## config.mk

```make
export PLATFORM = sky130hd
export DESIGN_NAME = periodic_task_tick_scheduler_flat
export DESIGN_NICKNAME = d
export VERILOG_FILES = /design/src/hw/rtl/ptts_pkg.sv /design/src/hw/rtl/ptts_if.sv /design/src/hw/rtl/ptts_ctrl.sv /design/src/hw/rtl/ptts_dp.sv /design/src/hw/rtl/periodic_task_tick_scheduler.sv /design/src/flat_wrapper.sv
export SDC_FILE = /design/constraint.sdc
export NUM_CORES = 2
export LEC_CHECK = 0
export BUFFER_PORTS_ARGS = -buffer_cell sky130_fd_sc_hd__buf_2
export CORE_AREA = 3 3 314 316
export CTS_CLUSTER_SIZE = 10
export DETAILED_ROUTE_END_ITERATION = 10
export DIE_AREA = 0 0 317 319
export HOLD_SLACK_MARGIN = 0.12
export PLACE_DENSITY_LB_ADDON = 0.15
export SLEW_MARGIN = 20
export SYNTH_ARGS = -nofsm -noshare
export SYNTH_HDL_FRONTEND = slang
export SYNTH_SLANG_ARGS = --single-unit
```

## constraint.sdc

```tcl
create_clock -name clk_i -period 8.4 [get_ports clk_i]
set_input_delay 0.84 -clock clk_i [delete_from_list [all_inputs] [get_ports clk_i]]
set_output_delay 0.84 -clock clk_i [all_outputs]
set_load 0.01 [all_outputs]
```

## src/hw/rtl/ptts_pkg.sv

```systemverilog
`timescale 1ns / 1ps

package ptts_pkg;

  // Configuration register indexes and widths
  localparam int CFG_IDX_W  = 1;
  localparam int CFG_DATA_W = 4;
  localparam logic [CFG_IDX_W-1:0] CFG_ALGORITHM  = 1'd0;
  localparam logic [CFG_IDX_W-1:0] CFG_TASK_COUNT = 1'd1;

  // Scheduling policies
  localparam logic [1:0] ALG_EDF  = 2'd0;
  localparam logic [1:0] ALG_RMS  = 2'd1;
  localparam logic [1:0] ALG_FCFS = 2'd2;

  // Request opcodes
  localparam logic OP_LOAD = 1'b0;
  localparam logic OP_TICK = 1'b1;

  localparam logic [15:0] WAIT_MAX = 16'hFFFF;

  // One task table entry, stored as a single memory word
  typedef struct packed {
    logic [15:0] budget_left;
    logic [15:0] period_left;
    logic [15:0] budget_store;
    logic [15:0] period_store;
    logic [15:0] wait_count;
    logic [15:0] job_count;
    logic [7:0]  label;
  } entry_t;

  localparam entry_t ENTRY_RST = '{
    budget_left:  16'd0,
    period_left:  16'd0,
    budget_store: 16'd0,
    period_store: 16'd0,
    wait_count:   16'd0,
    job_count:    16'd1,
    label:        8'd0
  };

  typedef enum logic [2:0] {
    ST_IDLE,
    ST_SCAN,
    ST_PICK_RD,
    ST_PICK_WR,
    ST_ADV
  } state_e;

  // Controller to datapath
  typedef struct packed {
    logic load_en;
    logic tick_start;
    logic rd_issue;
    logic rd_sel_pick;
    logic cnt_clr;
    logic scan_cmp;
    logic pick_latch;
    logic pick_commit;
    logic adv_wr;
  } cmd_t;

  // Datapath to controller
  typedef struct packed {
    logic more;
    logic rd_pend;
    logic out_free;
  } sts_t;

endpackage

```

## src/hw/rtl/ptts_if.sv

```systemverilog
`timescale 1ns / 1ps

interface ptts_req_if;
  logic        valid;
  logic        ready;
  logic        opcode;
  logic [2:0]  task_index;
  logic [7:0]  task_label;
  logic [15:0] exec_budget;
  logic [15:0] period_length;

  modport source (
    output valid, opcode, task_index, task_label, exec_budget, period_length,
    input  ready
  );
  modport sink (
    input  valid, opcode, task_index, task_label, exec_budget, period_length,
    output ready
  );
endinterface

interface ptts_rsp_if;
  logic        valid;
  logic        ready;
  logic        ran_idle;
  logic [2:0]  ran_task;
  logic [7:0]  ran_label;
  logic [15:0] job_number;
  logic        job_done;

  modport source (
    output valid, ran_idle, ran_task, ran_label, job_number, job_done,
    input  ready
  );
  modport sink (
    input  valid, ran_idle, ran_task, ran_label, job_number, job_done,
    output ready
  );
endinterface

interface ptts_cfg_if;
  logic       valid;
  logic       ready;
  logic [0:0] index;
  logic [3:0] data;

  modport source (
    output valid, index, data,
    input  ready
  );
  modport sink (
    input  valid, index, data,
    output ready
  );
endinterface

```

## src/hw/rtl/ptts_ctrl.sv

```systemverilog
`timescale 1ns / 1ps

module ptts_ctrl
  import ptts_pkg::*;
(
  input  logic clk_i,
  input  logic rst_ni,
  input  logic req_valid_i,
  input  logic req_opcode_i,
  output logic req_ready_o,
  output cmd_t cmd_o,
  input  sts_t sts_i
);

  state_e state_q, state_d;

  always_ff @(posedge clk_i or negedge rst_ni) begin
    if (!rst_ni) begin
      state_q <= ST_IDLE;
    end else begin
      state_q <= state_d;
    end
  end

  always_comb begin
    state_d     = state_q;
    cmd_o       = '0;
    req_ready_o = 1'b0;
    unique case (state_q)
      ST_IDLE: begin
        req_ready_o = 1'b1;
        if (req_valid_i) begin
          if (req_opcode_i == OP_LOAD) begin
            cmd_o.load_en = 1'b1;
          end else begin
            cmd_o.tick_start = 1'b1;
            cmd_o.cnt_clr    = 1'b1;
            state_d          = ST_SCAN;
          end
        end
      end
      ST_SCAN: begin
        cmd_o.rd_issue = sts_i.more;
        cmd_o.scan_cmp = 1'b1;
        if (!sts_i.more && !sts_i.rd_pend) begin
          state_d = ST_PICK_RD;
        end
      end
      ST_PICK_RD: begin
        // fetch the chosen entry and rewind the counter for the advance pass
        cmd_o.pick_latch  = 1'b1;
        cmd_o.rd_issue    = 1'b1;
        cmd_o.rd_sel_pick = 1'b1;
        cmd_o.cnt_clr     = 1'b1;
        state_d           = ST_PICK_WR;
      end
      ST_PICK_WR: begin
        // hold until the result slot is free
        if (sts_i.out_free) begin
          cmd_o.pick_commit = 1'b1;
          state_d           = ST_ADV;
        end
      end
      ST_ADV: begin
        cmd_o.rd_issue = sts_i.more;
        cmd_o.adv_wr   = 1'b1;
        if (!sts_i.more && !sts_i.rd_pend) begin
          state_d = ST_IDLE;
        end
      end
      default: begin
        state_d = ST_IDLE;
      end
    endcase
  end

endmodule

```

## src/hw/rtl/ptts_dp.sv

```systemverilog
`timescale 1ns / 1ps

module ptts_dp
  import ptts_pkg::*;
#(
  parameter int MAX_TASKS = 8
) (
  input  logic                  clk_i,
  input  logic                  rst_ni,
  input  logic                  cfg_valid_i,
  input  logic [CFG_IDX_W-1:0]  cfg_index_i,
  input  logic [CFG_DATA_W-1:0] cfg_data_i,
  input  logic [2:0]            task_index_i,
  input  logic [7:0]            task_label_i,
  input  logic [15:0]           exec_budget_i,
  input  logic [15:0]           period_length_i,
  input  cmd_t                  cmd_i,
  output sts_t                  sts_o,
  input  logic                  rsp_ready_i,
  output logic                  rsp_valid_o,
  output logic                  ran_idle_o,
  output logic [2:0]            ran_task_o,
  output logic [7:0]            ran_label_o,
  output logic [15:0]           job_number_o,
  output logic                  job_done_o
);

  localparam int AW = (MAX_TASKS > 1) ? $clog2(MAX_TASKS) : 1;
  localparam int CW = $clog2(MAX_TASKS + 1);

  // configuration
  logic [1:0] alg_q;
  logic [3:0] tcount_q;
  logic [CW-1:0] n_eff;

  always_ff @(posedge clk_i or negedge rst_ni) begin
    if (!rst_ni) begin
      alg_q    <= ALG_EDF;
      tcount_q <= '0;
    end else if (cfg_valid_i) begin
      unique case (cfg_index_i)
        CFG_ALGORITHM:  alg_q    <= cfg_data_i[1:0];
        CFG_TASK_COUNT: tcount_q <= cfg_data_i[3:0];
        default: ;
      endcase
    end
  end

  assign n_eff = (tcount_q >= MAX_TASKS) ? CW'(MAX_TASKS) : CW'(tcount_q);

  // task table
  entry_t                 mem_q [MAX_TASKS];
  logic [MAX_TASKS-1:0]   ent_vld_q;
  logic [MAX_TASKS-1:0]   active_q;

  logic [CW-1:0] cnt_q;
  logic          more;
  logic [AW-1:0] rd_addr;
  entry_t        rd_q;
  logic          rd_ent_vld_q;
  logic          rd_pend_q;
  logic [AW-1:0] rd_idx_q;
  entry_t        eff;

  logic          best_vld_q;
  logic [AW-1:0] best_idx_q;
  logic [15:0]   best_key_q;
  logic [15:0]   key_v;
  logic          better;

  logic          cur_vld_q;
  logic [AW-1:0] cur_idx_q;
  logic          keep;
  logic          pick_vld_d, pick_vld_q;
  logic [AW-1:0] pick_idx_d, pick_idx_q;

  logic          load_ok;
  logic [AW-1:0] load_addr;
  entry_t        load_ent;
  logic          done;
  entry_t        spent_ent;
  logic          reload;
  entry_t        adv_ent;

  logic          wr_en;
  logic [AW-1:0] wr_addr;
  entry_t        wr_data;

  logic          rsp_valid_q;

  assign more    = cnt_q < n_eff;
  assign rd_addr = cmd_i.rd_sel_pick ? pick_idx_d : cnt_q[AW-1:0];
  assign eff     = rd_ent_vld_q ? rd_q : ENTRY_RST;

  always_ff @(posedge clk_i or negedge rst_ni) begin
    if (!rst_ni) begin
      cnt_q     <= '0;
      rd_pend_q <= 1'b0;
    end else begin
      rd_pend_q <= cmd_i.rd_issue;
      if (cmd_i.cnt_clr) begin
        cnt_q <= '0;
      end else if (cmd_i.rd_issue && !cmd_i.rd_sel_pick) begin
        cnt_q <= cnt_q + CW'(1);
      end
    end
  end

  always_ff @(posedge clk_i) begin
    if (cmd_i.rd_issue) begin
      rd_q         <= mem_q[rd_addr];
      rd_ent_vld_q <= ent_vld_q[rd_addr];
      rd_idx_q     <= rd_addr;
    end
  end

  // selection scan
  always_comb begin
    case (alg_q)
      ALG_EDF: key_v = eff.period_left;
      ALG_RMS: key_v = eff.period_store;
      default: key_v = eff.wait_count;
    endcase
    if (!best_vld_q) begin
      better = 1'b1;
    end else if (alg_q == ALG_FCFS) begin
      better = key_v > best_key_q;
    end else begin
      better = key_v < best_key_q;
    end
  end

  always_ff @(posedge clk_i or negedge rst_ni) begin
    if (!rst_ni) begin
      best_vld_q <= 1'b0;
      best_idx_q <= '0;
      best_key_q <= '0;
    end else if (cmd_i.tick_start) begin
      best_vld_q <= 1'b0;
    end else if (cmd_i.scan_cmp && rd_pend_q && active_q[rd_idx_q] && better) begin
      best_vld_q <= 1'b1;
      best_idx_q <= rd_idx_q;
      best_key_q <= key_v;
    end
  end

  // rate monotonic keeps the running task while it is still eligible
  assign keep = (alg_q == ALG_RMS) && cur_vld_q && (cur_idx_q < n_eff) &&
                active_q[cur_idx_q];
  assign pick_vld_d = keep ||
                      (((alg_q == ALG_EDF) || (alg_q == ALG_RMS) ||
                        (alg_q == ALG_FCFS)) && best_vld_q);
  assign pick_idx_d = keep ? cur_idx_q : best_idx_q;

  always_ff @(posedge clk_i or negedge rst_ni) begin
    if (!rst_ni) begin
      pick_vld_q <= 1'b0;
      pick_idx_q <= '0;
    end else if (cmd_i.pick_latch) begin
      pick_vld_q <= pick_vld_d;
      pick_idx_q <= pick_idx_d;
    end
  end

  // entry updates
  assign load_ok   = task_index_i < MAX_TASKS;
  assign load_addr = AW'(task_index_i);

  always_comb begin
    load_ent              = ENTRY_RST;
    load_ent.budget_left  = exec_budget_i;
    load_ent.period_left  = period_length_i;
    load_ent.budget_store = exec_budget_i;
    load_ent.period_store = period_length_i;
    load_ent.label        = task_label_i;
  end

  assign done = eff.budget_left <= 16'd1;

  always_comb begin
    spent_ent             = eff;
    spent_ent.budget_left = done ? 16'd0 : eff.budget_left - 16'd1;
    if (done) begin
      spent_ent.job_count = eff.job_count + 16'd1;
    end
  end

  assign reload = eff.period_left <= 16'd1;

  always_comb begin
    adv_ent = eff;
    if (eff.wait_count != WAIT_MAX) begin
      adv_ent.wait_count = eff.wait_count + 16'd1;
    end
    if (reload) begin
      adv_ent.period_left = eff.period_store;
      adv_ent.budget_left = eff.budget_store;
      adv_ent.wait_count  = 16'd0;
    end else begin
      adv_ent.period_left = eff.period_left - 16'd1;
    end
  end

  always_comb begin
    wr_en   = 1'b0;
    wr_addr = '0;
    wr_data = ENTRY_RST;
    if (cmd_i.load_en && load_ok) begin
      wr_en   = 1'b1;
      wr_addr = load_addr;
      wr_data = load_ent;
    end else if (cmd_i.pick_commit && pick_vld_q) begin
      wr_en   = 1'b1;
      wr_addr = pick_idx_q;
      wr_data = spent_ent;
    end else if (cmd_i.adv_wr && rd_pend_q) begin
      wr_en   = 1'b1;
      wr_addr = rd_idx_q;
      wr_data = adv_ent;
    end
  end

  always_ff @(posedge clk_i) begin
    if (wr_en) begin
      mem_q[wr_addr] <= wr_data;
    end
  end

  always_ff @(posedge clk_i or negedge rst_ni) begin
    if (!rst_ni) begin
      ent_vld_q <= '0;
      active_q  <= '0;
    end else begin
      if (wr_en) begin
        ent_vld_q[wr_addr] <= 1'b1;
      end
      if (cmd_i.load_en && load_ok) begin
        active_q[load_addr] <= 1'b1;
      end else if (cmd_i.pick_commit && pick_vld_q && done) begin
        active_q[pick_idx_q] <= 1'b0;
      end else if (cmd_i.adv_wr && rd_pend_q && reload) begin
        active_q[rd_idx_q] <= 1'b1;
      end
    end
  end

  always_ff @(posedge clk_i or negedge rst_ni) begin
    if (!rst_ni) begin
      cur_vld_q <= 1'b0;
      cur_idx_q <= '0;
    end else if (cmd_i.pick_commit) begin
      cur_vld_q <= pick_vld_q;
      if (pick_vld_q) begin
        cur_idx_q <= pick_idx_q;
      end
    end
  end

  // result register
  always_ff @(posedge clk_i or negedge rst_ni) begin
    if (!rst_ni) begin
      rsp_valid_q <= 1'b0;
    end else if (cmd_i.pick_commit) begin
      rsp_valid_q <= 1'b1;
    end else if (rsp_ready_i) begin
      rsp_valid_q <= 1'b0;
    end
  end

  always_ff @(posedge clk_i) begin
    if (cmd_i.pick_commit) begin
      ran_idle_o   <= !pick_vld_q;
      ran_task_o   <= pick_vld_q ? 3'(pick_idx_q) : 3'd0;
      ran_label_o  <= pick_vld_q ? eff.label : 8'd0;
      job_number_o <= pick_vld_q ? eff.job_count : 16'd0;
      job_done_o   <= pick_vld_q && done;
    end
  end

  assign rsp_valid_o    = rsp_valid_q;
  assign sts_o.more     = more;
  assign sts_o.rd_pend  = rd_pend_q;
  assign sts_o.out_free = !rsp_valid_q || rsp_ready_i;

  // never overwrite a result that is still waiting
  a_commit_free: assert property (@(posedge clk_i) disable iff (!rst_ni)
    cmd_i.pick_commit |-> (!rsp_valid_q || rsp_ready_i))
    else $error("result overwritten while pending");

  // a scanned winner is still eligible when the pick is taken
  a_best_active: assert property (@(posedge clk_i) disable iff (!rst_ni)
    (cmd_i.pick_latch && best_vld_q && !keep) |-> active_q[best_idx_q])
    else $error("selected task is not active");

  // a finished job retires its entry
  a_done_retire: assert property (@(posedge clk_i) disable iff (!rst_ni)
    (cmd_i.pick_commit && pick_vld_q && done) |=> !active_q[$past(pick_idx_q)])
    else $error("finished task still active");

  // every scan and advance read stays inside the participating range
  a_rd_range: assert property (@(posedge clk_i) disable iff (!rst_ni)
    (rd_pend_q && (cmd_i.scan_cmp || cmd_i.adv_wr)) |-> (rd_idx_q < n_eff))
    else $error("table read beyond task count");

endmodule

```

## src/hw/rtl/periodic_task_tick_scheduler.sv

```systemverilog
`timescale 1ns / 1ps
// Load request: writes the table entry if the index fits, no result; the next request is taken the cycle after.
// Tick request, n = min(task_count, MAX_TASKS): the selection scan reads n entries, the pick
// is fetched and committed to the result register, then the advance pass reads n entries and
// the block is ready again. A result still waiting at commit holds the commit until it is taken.
// The scan and the advance pass each do one table read per cycle.
// Reset (rst_ni, async, active low) clears policy, count, active marks and entry valid bits.
module periodic_task_tick_scheduler
  import ptts_pkg::*;
#(
  parameter int MAX_TASKS = 8
) (
  input logic        clk_i,
  input logic        rst_ni,
  ptts_cfg_if.sink   cfg_i,
  ptts_req_if.sink   req_i,
  ptts_rsp_if.source rsp_o
);

  // Controller sequences a tick as scan, fetch pick, commit result, advance.
  // Datapath holds the task table, the running minimum/maximum and the
  // result register.
  cmd_t cmd;
  sts_t sts;

  // Configuration must be written only while idle; the block itself does not enforce this, so always take it.
  assign cfg_i.ready = 1'b1;

  ptts_ctrl u_ctrl (
    .clk_i        (clk_i),
    .rst_ni       (rst_ni),
    .req_valid_i  (req_i.valid),
    .req_opcode_i (req_i.opcode),
    .req_ready_o  (req_i.ready),
    .cmd_o        (cmd),
    .sts_i        (sts)
  );

  ptts_dp #(
    .MAX_TASKS (MAX_TASKS)
  ) u_dp (
    .clk_i           (clk_i),
    .rst_ni          (rst_ni),
    .cfg_valid_i     (cfg_i.valid),
    .cfg_index_i     (cfg_i.index),
    .cfg_data_i      (cfg_i.data),
    .task_index_i    (req_i.task_index),
    .task_label_i    (req_i.task_label),
    .exec_budget_i   (req_i.exec_budget),
    .period_length_i (req_i.period_length),
    .cmd_i           (cmd),
    .sts_o           (sts),
    .rsp_ready_i     (rsp_o.ready),
    .rsp_valid_o     (rsp_o.valid),
    .ran_idle_o      (rsp_o.ran_idle),
    .ran_task_o      (rsp_o.ran_task),
    .ran_label_o     (rsp_o.ran_label),
    .job_number_o    (rsp_o.job_number),
    .job_done_o      (rsp_o.job_done)
  );

endmodule
```

## src/flat_wrapper.sv

```systemverilog
// flat-port wrapper written by rule: the top's interface ports become plain ports
module periodic_task_tick_scheduler_flat import ptts_pkg::*;
#(
  parameter int MAX_TASKS = 8
)
  (clk_i, rst_ni, cfg_i_valid, cfg_i_index, cfg_i_data, cfg_i_ready, req_i_valid, req_i_opcode, req_i_task_index, req_i_task_label, req_i_exec_budget, req_i_period_length, req_i_ready, rsp_o_valid, rsp_o_ran_idle, rsp_o_ran_task, rsp_o_ran_label, rsp_o_job_number, rsp_o_job_done, rsp_o_ready);
  ptts_cfg_if cfg_i_i ();
  ptts_req_if req_i_i ();
  ptts_rsp_if rsp_o_i ();
  input logic clk_i;
  input logic rst_ni;
  input wire logic [$bits(cfg_i_i.valid)-1:0] cfg_i_valid;
  input wire logic [$bits(cfg_i_i.index)-1:0] cfg_i_index;
  input wire logic [$bits(cfg_i_i.data)-1:0] cfg_i_data;
  output wire logic [$bits(cfg_i_i.ready)-1:0] cfg_i_ready;
  input wire logic [$bits(req_i_i.valid)-1:0] req_i_valid;
  input wire logic [$bits(req_i_i.opcode)-1:0] req_i_opcode;
  input wire logic [$bits(req_i_i.task_index)-1:0] req_i_task_index;
  input wire logic [$bits(req_i_i.task_label)-1:0] req_i_task_label;
  input wire logic [$bits(req_i_i.exec_budget)-1:0] req_i_exec_budget;
  input wire logic [$bits(req_i_i.period_length)-1:0] req_i_period_length;
  output wire logic [$bits(req_i_i.ready)-1:0] req_i_ready;
  output wire logic [$bits(rsp_o_i.valid)-1:0] rsp_o_valid;
  output wire logic [$bits(rsp_o_i.ran_idle)-1:0] rsp_o_ran_idle;
  output wire logic [$bits(rsp_o_i.ran_task)-1:0] rsp_o_ran_task;
  output wire logic [$bits(rsp_o_i.ran_label)-1:0] rsp_o_ran_label;
  output wire logic [$bits(rsp_o_i.job_number)-1:0] rsp_o_job_number;
  output wire logic [$bits(rsp_o_i.job_done)-1:0] rsp_o_job_done;
  input wire logic [$bits(rsp_o_i.ready)-1:0] rsp_o_ready;
  assign cfg_i_i.valid = cfg_i_valid;
  assign cfg_i_i.index = cfg_i_index;
  assign cfg_i_i.data = cfg_i_data;
  assign cfg_i_ready = cfg_i_i.ready;
  assign req_i_i.valid = req_i_valid;
  assign req_i_i.opcode = req_i_opcode;
  assign req_i_i.task_index = req_i_task_index;
  assign req_i_i.task_label = req_i_task_label;
  assign req_i_i.exec_budget = req_i_exec_budget;
  assign req_i_i.period_length = req_i_period_length;
  assign req_i_ready = req_i_i.ready;
  assign rsp_o_valid = rsp_o_i.valid;
  assign rsp_o_ran_idle = rsp_o_i.ran_idle;
  assign rsp_o_ran_task = rsp_o_i.ran_task;
  assign rsp_o_ran_label = rsp_o_i.ran_label;
  assign rsp_o_job_number = rsp_o_i.job_number;
  assign rsp_o_job_done = rsp_o_i.job_done;
  assign rsp_o_i.ready = rsp_o_ready;
  periodic_task_tick_scheduler #(.MAX_TASKS(MAX_TASKS)) u_core (.clk_i(clk_i), .rst_ni(rst_ni), .cfg_i(cfg_i_i), .req_i(req_i_i), .rsp_o(rsp_o_i));
endmodule
```

Word level (Yosys, flattened, before mapping)
Memory sizes are Yosys's and may differ from the RTL's. A register that Yosys moved wholly into a read port is not among the register bits.
Index checks and enable logic that the tools add are counted.
{ "word_totals": {"out_inout_bits": 32, "latch_bits": 0, "wordCells": 169, "register_bits": 92, "inputBits": 54, "ram_bits": 832, "mem_bits_ro": 0, "n_memories": 1} }
{ "classes": {"shift": 0, "reduce_logical": 39, "multipliers": 0, "add_sub_neg": 5, "n_div": 0, "muxes": 66, "bitwise_logic": 7, "n_eq_ne": 12, "order_cmp": 17} }
{ "memory_table": {"columns": ["name", "depth", "word_bits", "read_ports", "rd_clocked_by_memory_dff", "write_ports", "line_no", "text"], "rows": [
  ["u_core.u_dp.mem_q", 8, 104, 1, 1, 1, "ptts_dp.sv:52", "entry_t mem_q [MAX_TASKS];"]
]} }
{ "ops": {"columns": ["cell", "n"], "rows": [
  ["$mux 104", 4],
  ["$mux 16", 6],
  ["$add 16x1->16 const B", 2],
  ["$le 16x1->1 const B", 2],
  ["$pmux 16 s2", 1],
  ["$sub 16x1->16 const B", 2],
  ["$mux 3", 10],
  ["$mux 1", 27],
  ["$lt 3x4->1 const B", 6],
  ["$mux 8", 3],
  ["$or 8x8->8", 3],
  ["$logic_and 1x1->1", 18],
  ["$gt 16x16->1", 1],
  ["$lt 16x16->1", 1],
  ["$ne 16x16->1 const B", 1],
  ["$pmux 3 s5", 1],
  ["$demux 1 s3", 4],
  ["$ge 3x1->1 const B", 4],
  ["$mux 4", 3],
  ["$bmux 1 s3", 3],
  ["$and 8x8->8", 1],
  ["$ne 2x2->1 const B", 4],
  ["$not 8->8", 1],
  ["$reduce_and 2->1", 4],
  ["21 further kinds", 34]
]} }

Logic depth before layout (Yosys ltp)
{ "logic_depth": {"word_depth": 12, "ltp_mapped": 15, "mapped_depth_nobuf": 12} }

Modules after synthesis
From an unflattened synthesis, not the netlist that was laid out.
{ "hier_totals": {"cells_unflattened": 3391, "area_unflattened_um2": 44516.4} }
{ "modules_own_cells": {"columns": ["mod", "cells_per_inst", "area_per_inst_um2", "n_inst"], "rows": [
  ["ptts_dp", 3362, 44268.7, 1],
  ["ptts_ctrl", 27, 236.5, 1],
  ["periodic_task_tick_scheduler", 2, 11.3, 1]
]} }

Worst setup path before layout
Ideal clock, no wire load.
{ "synth_path": {"path_type": "register -> register", "startpoint": "register u_core.u_ctrl.state_q[0]", "endpoint": "register u_core.u_dp.ent_vld_q[0]", "arrival_time_ns": 6.649, "path_stages_with_launch": 8, "path_buffers": 1, "path_slack_ns": 1.659, "cell_sequence": "dfrtp_1 -> clkbuf_1 -> nor3_1 -> nand3b_1 -> nor2_1 -> a41oi_1 -> nor2_1 -> or2_2"} }
{ "synth_between": {"elab_chain_cells": 11, "elab_cells_between_ends": 20} }
{ "synth_rtl": {"columns": ["item", "line_no", "text"], "rows": [
  ["start, declared", "ptts_ctrl.sv:15", "state_e state_q, state_d;"],
  ["start signal, assigned", "ptts_ctrl.sv:21", "state_q <= state_d;"],
  ["$eq 3x3->1", "ptts_ctrl.sv:29", "unique case (state_q)"],
  ["$mux 1", "ptts_ctrl.sv:29", null],
  ["$logic_and 1x1->1", "ptts_dp.sv:216", "end else if (cmd_i.adv_wr && rd_pend_q) begin"],
  ["$mux 3", "ptts_dp.sv:216", null],
  ["$mux 3", "ptts_dp.sv:212", "end else if (cmd_i.pick_commit && pick_vld_q) begin"],
  ["$mux 3", "ptts_dp.sv:208", "if (cmd_i.load_en && load_ok) begin"],
  ["$lt 3x4->1 (not written as such) or $ge 3x1->1 (tied branches)", "ptts_dp.sv:235", "ent_vld_q[wr_addr] <= 1'b1;"],
  ["$logic_and 1x1->1 (not written as such)", "ptts_dp.sv:235", null],
  ["$mux 1 (not written as such)", "ptts_dp.sv:235", null],
  ["$demux 1 s3", "ptts_dp.sv:235", null],
  ["$or 8x8->8 (no source line)", null, null],
  ["end signal, assigned", "ptts_dp.sv:231", "ent_vld_q <= '0;"],
  ["end signal, assigned by index", "ptts_dp.sv:235", null],
  ["end, declared", "ptts_dp.sv:53", "logic [MAX_TASKS-1:0] ent_vld_q;"]
]} }
Parallel ways exist; a longest one is shown, timed or not.
A chain may end at the register's enable or synchronous reset.

Worst setup path in the final report
{ "layout_path": {"startpoint": "register u_core.u_dp.tcount_q[3]", "endpoint": "register, netlist name u_core.u_dp.rd_q[8]"} }
{ "layout_between": {"elab_chain_cells": 7, "elab_cells_between_ends": 9} }
{ "layout_rtl": {"columns": ["item", "line_no", "text"], "rows": [
  ["start, declared", "ptts_dp.sv:33", "logic [3:0] tcount_q;"],
  ["start signal, assigned", "ptts_dp.sv:43", "CFG_TASK_COUNT: tcount_q <= cfg_data_i[3:0];"],
  ["$ge 4x4->1", "ptts_dp.sv:49", "assign n_eff = (tcount_q >= MAX_TASKS) ? CW'(MAX_TASKS) : CW'(tcount_q);"],
  ["$mux 4 *", "ptts_dp.sv:49", null],
  ["$lt 3x4->1", "ptts_dp.sv:148", "assign keep = (alg_q == ALG_RMS) && cur_vld_q && (cur_idx_q < n_eff) &&"],
  ["$logic_and 1x1->1 (2 in series)", "ptts_dp.sv:148", null],
  ["$mux 3", "ptts_dp.sv:153", "assign pick_idx_d = keep ? cur_idx_q : best_idx_q;"],
  ["$mux 3", "ptts_dp.sv:92", "assign rd_addr = cmd_i.rd_sel_pick ? pick_idx_d : cnt_q[AW-1:0];"]
]} }
Mark *: on every way between the ends. The rest lies on a longest branch, timed or not.

==> results.py <==
metrics = {
    "setup_path": {
        "setup.worst_path.start_class": "flip-flop",
        "worst-endpoint-required_ps": 8790,
        "regToRegEndpoint": "u_core.u_dp.rd_q[8]$_DFFE_PN_",
        "reg2reg_from": "u_core.u_dp.tcount_q[3]$_DFFE_PN0P_",
        "reg2reg_depth": 11,
        "worstPathArrival_ps": 5400,
        "end_kind": "flip-flop",
        "r2r_slack_ps": 3390,
        "cp_max_fo": 55,
        "path_class": "reg2reg",
    },
    "floorplan": {
        "dieWidth_um": 317,
        "start_util_pct": 44.7,
        "dieArea_sq_um": 101000,
        "rows": 114,
        "design.core.area_sq_um": 96300,
        "die_height_um": 319,
        "io_pins": 86,
    },
    "clock_tree": {
        "cts_resized": 0,
        "cts-buffers-inserted": 116,
        "post_cts_buffers": 0,
        "insertion_delay_ps": 700,
        "path_clk_slew_ps": 60,
        "cts_tree": "yes",
        "clockRootBuffer": "clkbuf_16",
        "clock-sinks": 1028,
        "ctsLongestPathBuffers": 3,
        "htree_levels": 3,
        "hold_buffers": 0,
    },
    "hold_path": {
        "worstHoldPathType": "in2async",
    },
    "power_and_ir_drop": {
        "vdd_drop_max_v": 0.000381,
        "total_power_mw": 17.6,
        "powerDensity_nw_per_um2": 366,
        "p_leak_nw": 15.8,
    },
    "placed_design": {
        "portBuffers": 84,
        "dp_cells": 3889,
        "place.gp.congestion": 0.828,
        "hpwl_um": 56000,
    },
    "global_routing": {
        "gr-usage-met1_pct": 29.7,
        "grt_pass1_vias": 25000,
        "gr-usage-met2_pct": 34.2,
        "grt_usage_pct": 21.1,
        "grt_max_degree": 150,
        "grt-ovfl-total": 0,
        "grt-busiest-layer": "met2",
        "antenna_found_initial": 3,
        "use_met3_pct": 2.72,
        "grt_first_pass_wirelength_um": 161000,
    },
    "synthesis": {
        "synth_area_leaders": "edfxtp_1 (68%), mux2_2 (6.3%), mux2i_1 (5.8%)",
        "ys_ff_latch": 1028,
        "syn_avg_cell_area_sq_um": 16.3,
        "ys_seq_area_share_pct": 71.1,
        "synthCells": 2645,
        "synth_area_leader_cell": "edfxtp_1",
        "synth.most_common_cell": "edfxtp_1",
        "synth_top_cell_area_share_pct": 67.6,
        "ys_types": 80,
        "synth_enable_flop_cells": 969,
        "synthFlopType": "edfxtp_1",
        "ys_warn_count": 0,
        "synth_area_sq_um": 43000,
        "synthTopCellsByCount": "edfxtp_1 (969), mux2i_1 (248), mux2_2 (240)",
        "synth_nets": 2727,
        "async_reset_ff_share_pct": 5.74,
    },
    "drt": {
        "wl_per_cell_um": 26.3,
        "drt_iter0_drc": 2135,
        "drc_errors": 0,
        "ant_nets": 0,
        "drtPass1Iterations": 5,
        "vias": 24100,
        "viasPerCell": 5.94,
        "routed_wl_um": 107000,
    },
    "sta": {
        "period_needed_ps": 5010,
        "fin_crit_sh_pct": 59.6,
        "fin_skew_ps": 32.1,
        "worst_slew_pin_slew_ps": 1120,
        "fin_tns_setup_ps": 0,
        "fmax_ghz": 0.200,
        "setup_viol": 0,
        "final_max_slew_viol_count": 0,
        "slew_headroom_pct": 25.5,
        "rsz0062_at_grt": "false",
        "hold_viol": 0,
    },
    "flow_run": {
        "drv_cap": 0,
    },
    "status": {
        "status": "complete, no violations",
    },
    "finish": {
        "final_nets": 2814,
        "diodes": 0,
        "fill_cells": 7967,
        "instances_no_fill": 4062,
        "drive_gt1_share_pct": 21.0,
        "final_util_pct": 50.1,
        "area_delta_synth_final_pct": 12.1,
    },
}
==> logic make-up after synthesis <==
logic type | count (synthesis) | share of synthesized area [%]
flip-flops | 1028 | 71.1
multiplexers | 490 | 12.2
AO/OA/AOI/OAI | 482 | 8.83
AND/OR/NAND/NOR | 398 | 4.53
buffers and inverters | 188 | 1.96
XOR/XNOR | 30 | 0.611
adder cells (fa/ha/maj) | 28 | 0.814
other | 1 | 0.00872
==> layout make-up <==
type / instances / area, sq um / share of cell area, %
inverter: 33 / 124 / 0.257
sequential: 1028 / 30600 / 63.4
timing repair buffer: 124 / 891 / 1.85
multi-input combinational: 1429 / 11700 / 24.3
clock inverter: 8 / 109 / 0.226
tap: 1276 / 1600 / 3.31
clock buffer: 164 / 3200 / 6.63
==> per-stage QoR <==
| step | hold slack, ps | area (sq um) | worst slack [ps] |
|---|---|---|---|
| floorplan | 433 | 43000 | 1660 |
| global placement | 447 | 44900 | 3540 |
| detailed placement | 450 | 44900 | 3390 |
| CTS | 309 | 48200 | 3390 |
| global route | 350 | 48200 | 3130 |
| finish | 321 | 48200 | 3390 |
==> flip-flops by register name, indices dropped and copies added, names as in the netlist, 4 cells and up <==
signal                    flops
u_core.u_dp.tcount_q          4
u_core.u_dp.cnt_q             4
u_core.u_dp.job_number_o     16
u_core.u_dp.rd_q            104
u_core.u_dp.active_q          8
u_core.u_dp.ran_label_o       8
u_core.u_dp.mem_q           832
u_core.u_dp.ent_vld_q         8
u_core.u_dp.best_key_q       16
==> report_power, final <==
group / internal (mW) / leakage [nW] / switching [mW] / total [mW]
Sequential: 6.76 / 9.55 / 0.627 / 7.39
Clock: 2.60 / 1.60 / 1.90 / 4.50
Combinational: 2.27 / 4.67 / 3.50 / 5.76
Total: 11.6 / 15.8 / 6.02 / 17.6
==> metal layers <==
metal  vias to the layer above  wire (um)
met3                       179       5000
met4                         0       2490
li1                      10700          -
met1                     12500      48100
met5                         -          0
met2                       727      51200
==> critical path: stages (launching register included) <==
cell,delay [ps]
dfrtp_1,410
inv_1,110
nand2_1,90
ha_1,190
nor2b_1,140
or3_1,430
o31a_1,310
o221ai_1,810
nand3_4,1020
buf_4,760
o22ai_1,290
a221oi_1,80
==> placed cells by master (no fill, tap or decap), types with 20 or more instances in the layout <==
cell type,instances
and3_1,33
inv_1,31
a21oi_1,74
a22o_1,41
buf_4,27
mux2_2,240
dfrtp_1,59
buf_2,84
clkbuf_16,118
a221oi_2,50
nor2_1,88
o21ai_0,40
edfxtp_1,969
nand3_1,29
mux2i_1,248
clkbuf_1,39
nand4_1,20
ha_1,28
a221oi_1,57
nand2_1,115
o22ai_1,109
==> worst max path at each step <==
stage                                         start                              endpoint  slack [ps]
6_report        u_core.u_dp.tcount_q[3]$_DFFE_PN0P_         u_core.u_dp.rd_q[8]$_DFFE_PN_        3390
3_5_place_dp    u_core.u_dp.tcount_q[3]$_DFFE_PN0P_         u_core.u_dp.rd_q[8]$_DFFE_PN_        3390
3_3_place_gp    u_core.u_dp.tcount_q[3]$_DFFE_PN0P_        u_core.u_dp.rd_q[46]$_DFFE_PN_        3540
2_1_floorplan  u_core.u_ctrl.state_q[0]$_DFFE_PN0P_  u_core.u_dp.ent_vld_q[0]$_DFFE_PN0N_        1660
5_1_grt         u_core.u_dp.tcount_q[3]$_DFFE_PN0P_       u_core.u_dp.rd_q[100]$_DFFE_PN_        3130
4_1_cts         u_core.u_dp.tcount_q[3]$_DFFE_PN0P_         u_core.u_dp.rd_q[8]$_DFFE_PN_        3390
(Power assumes the default switching activity.)
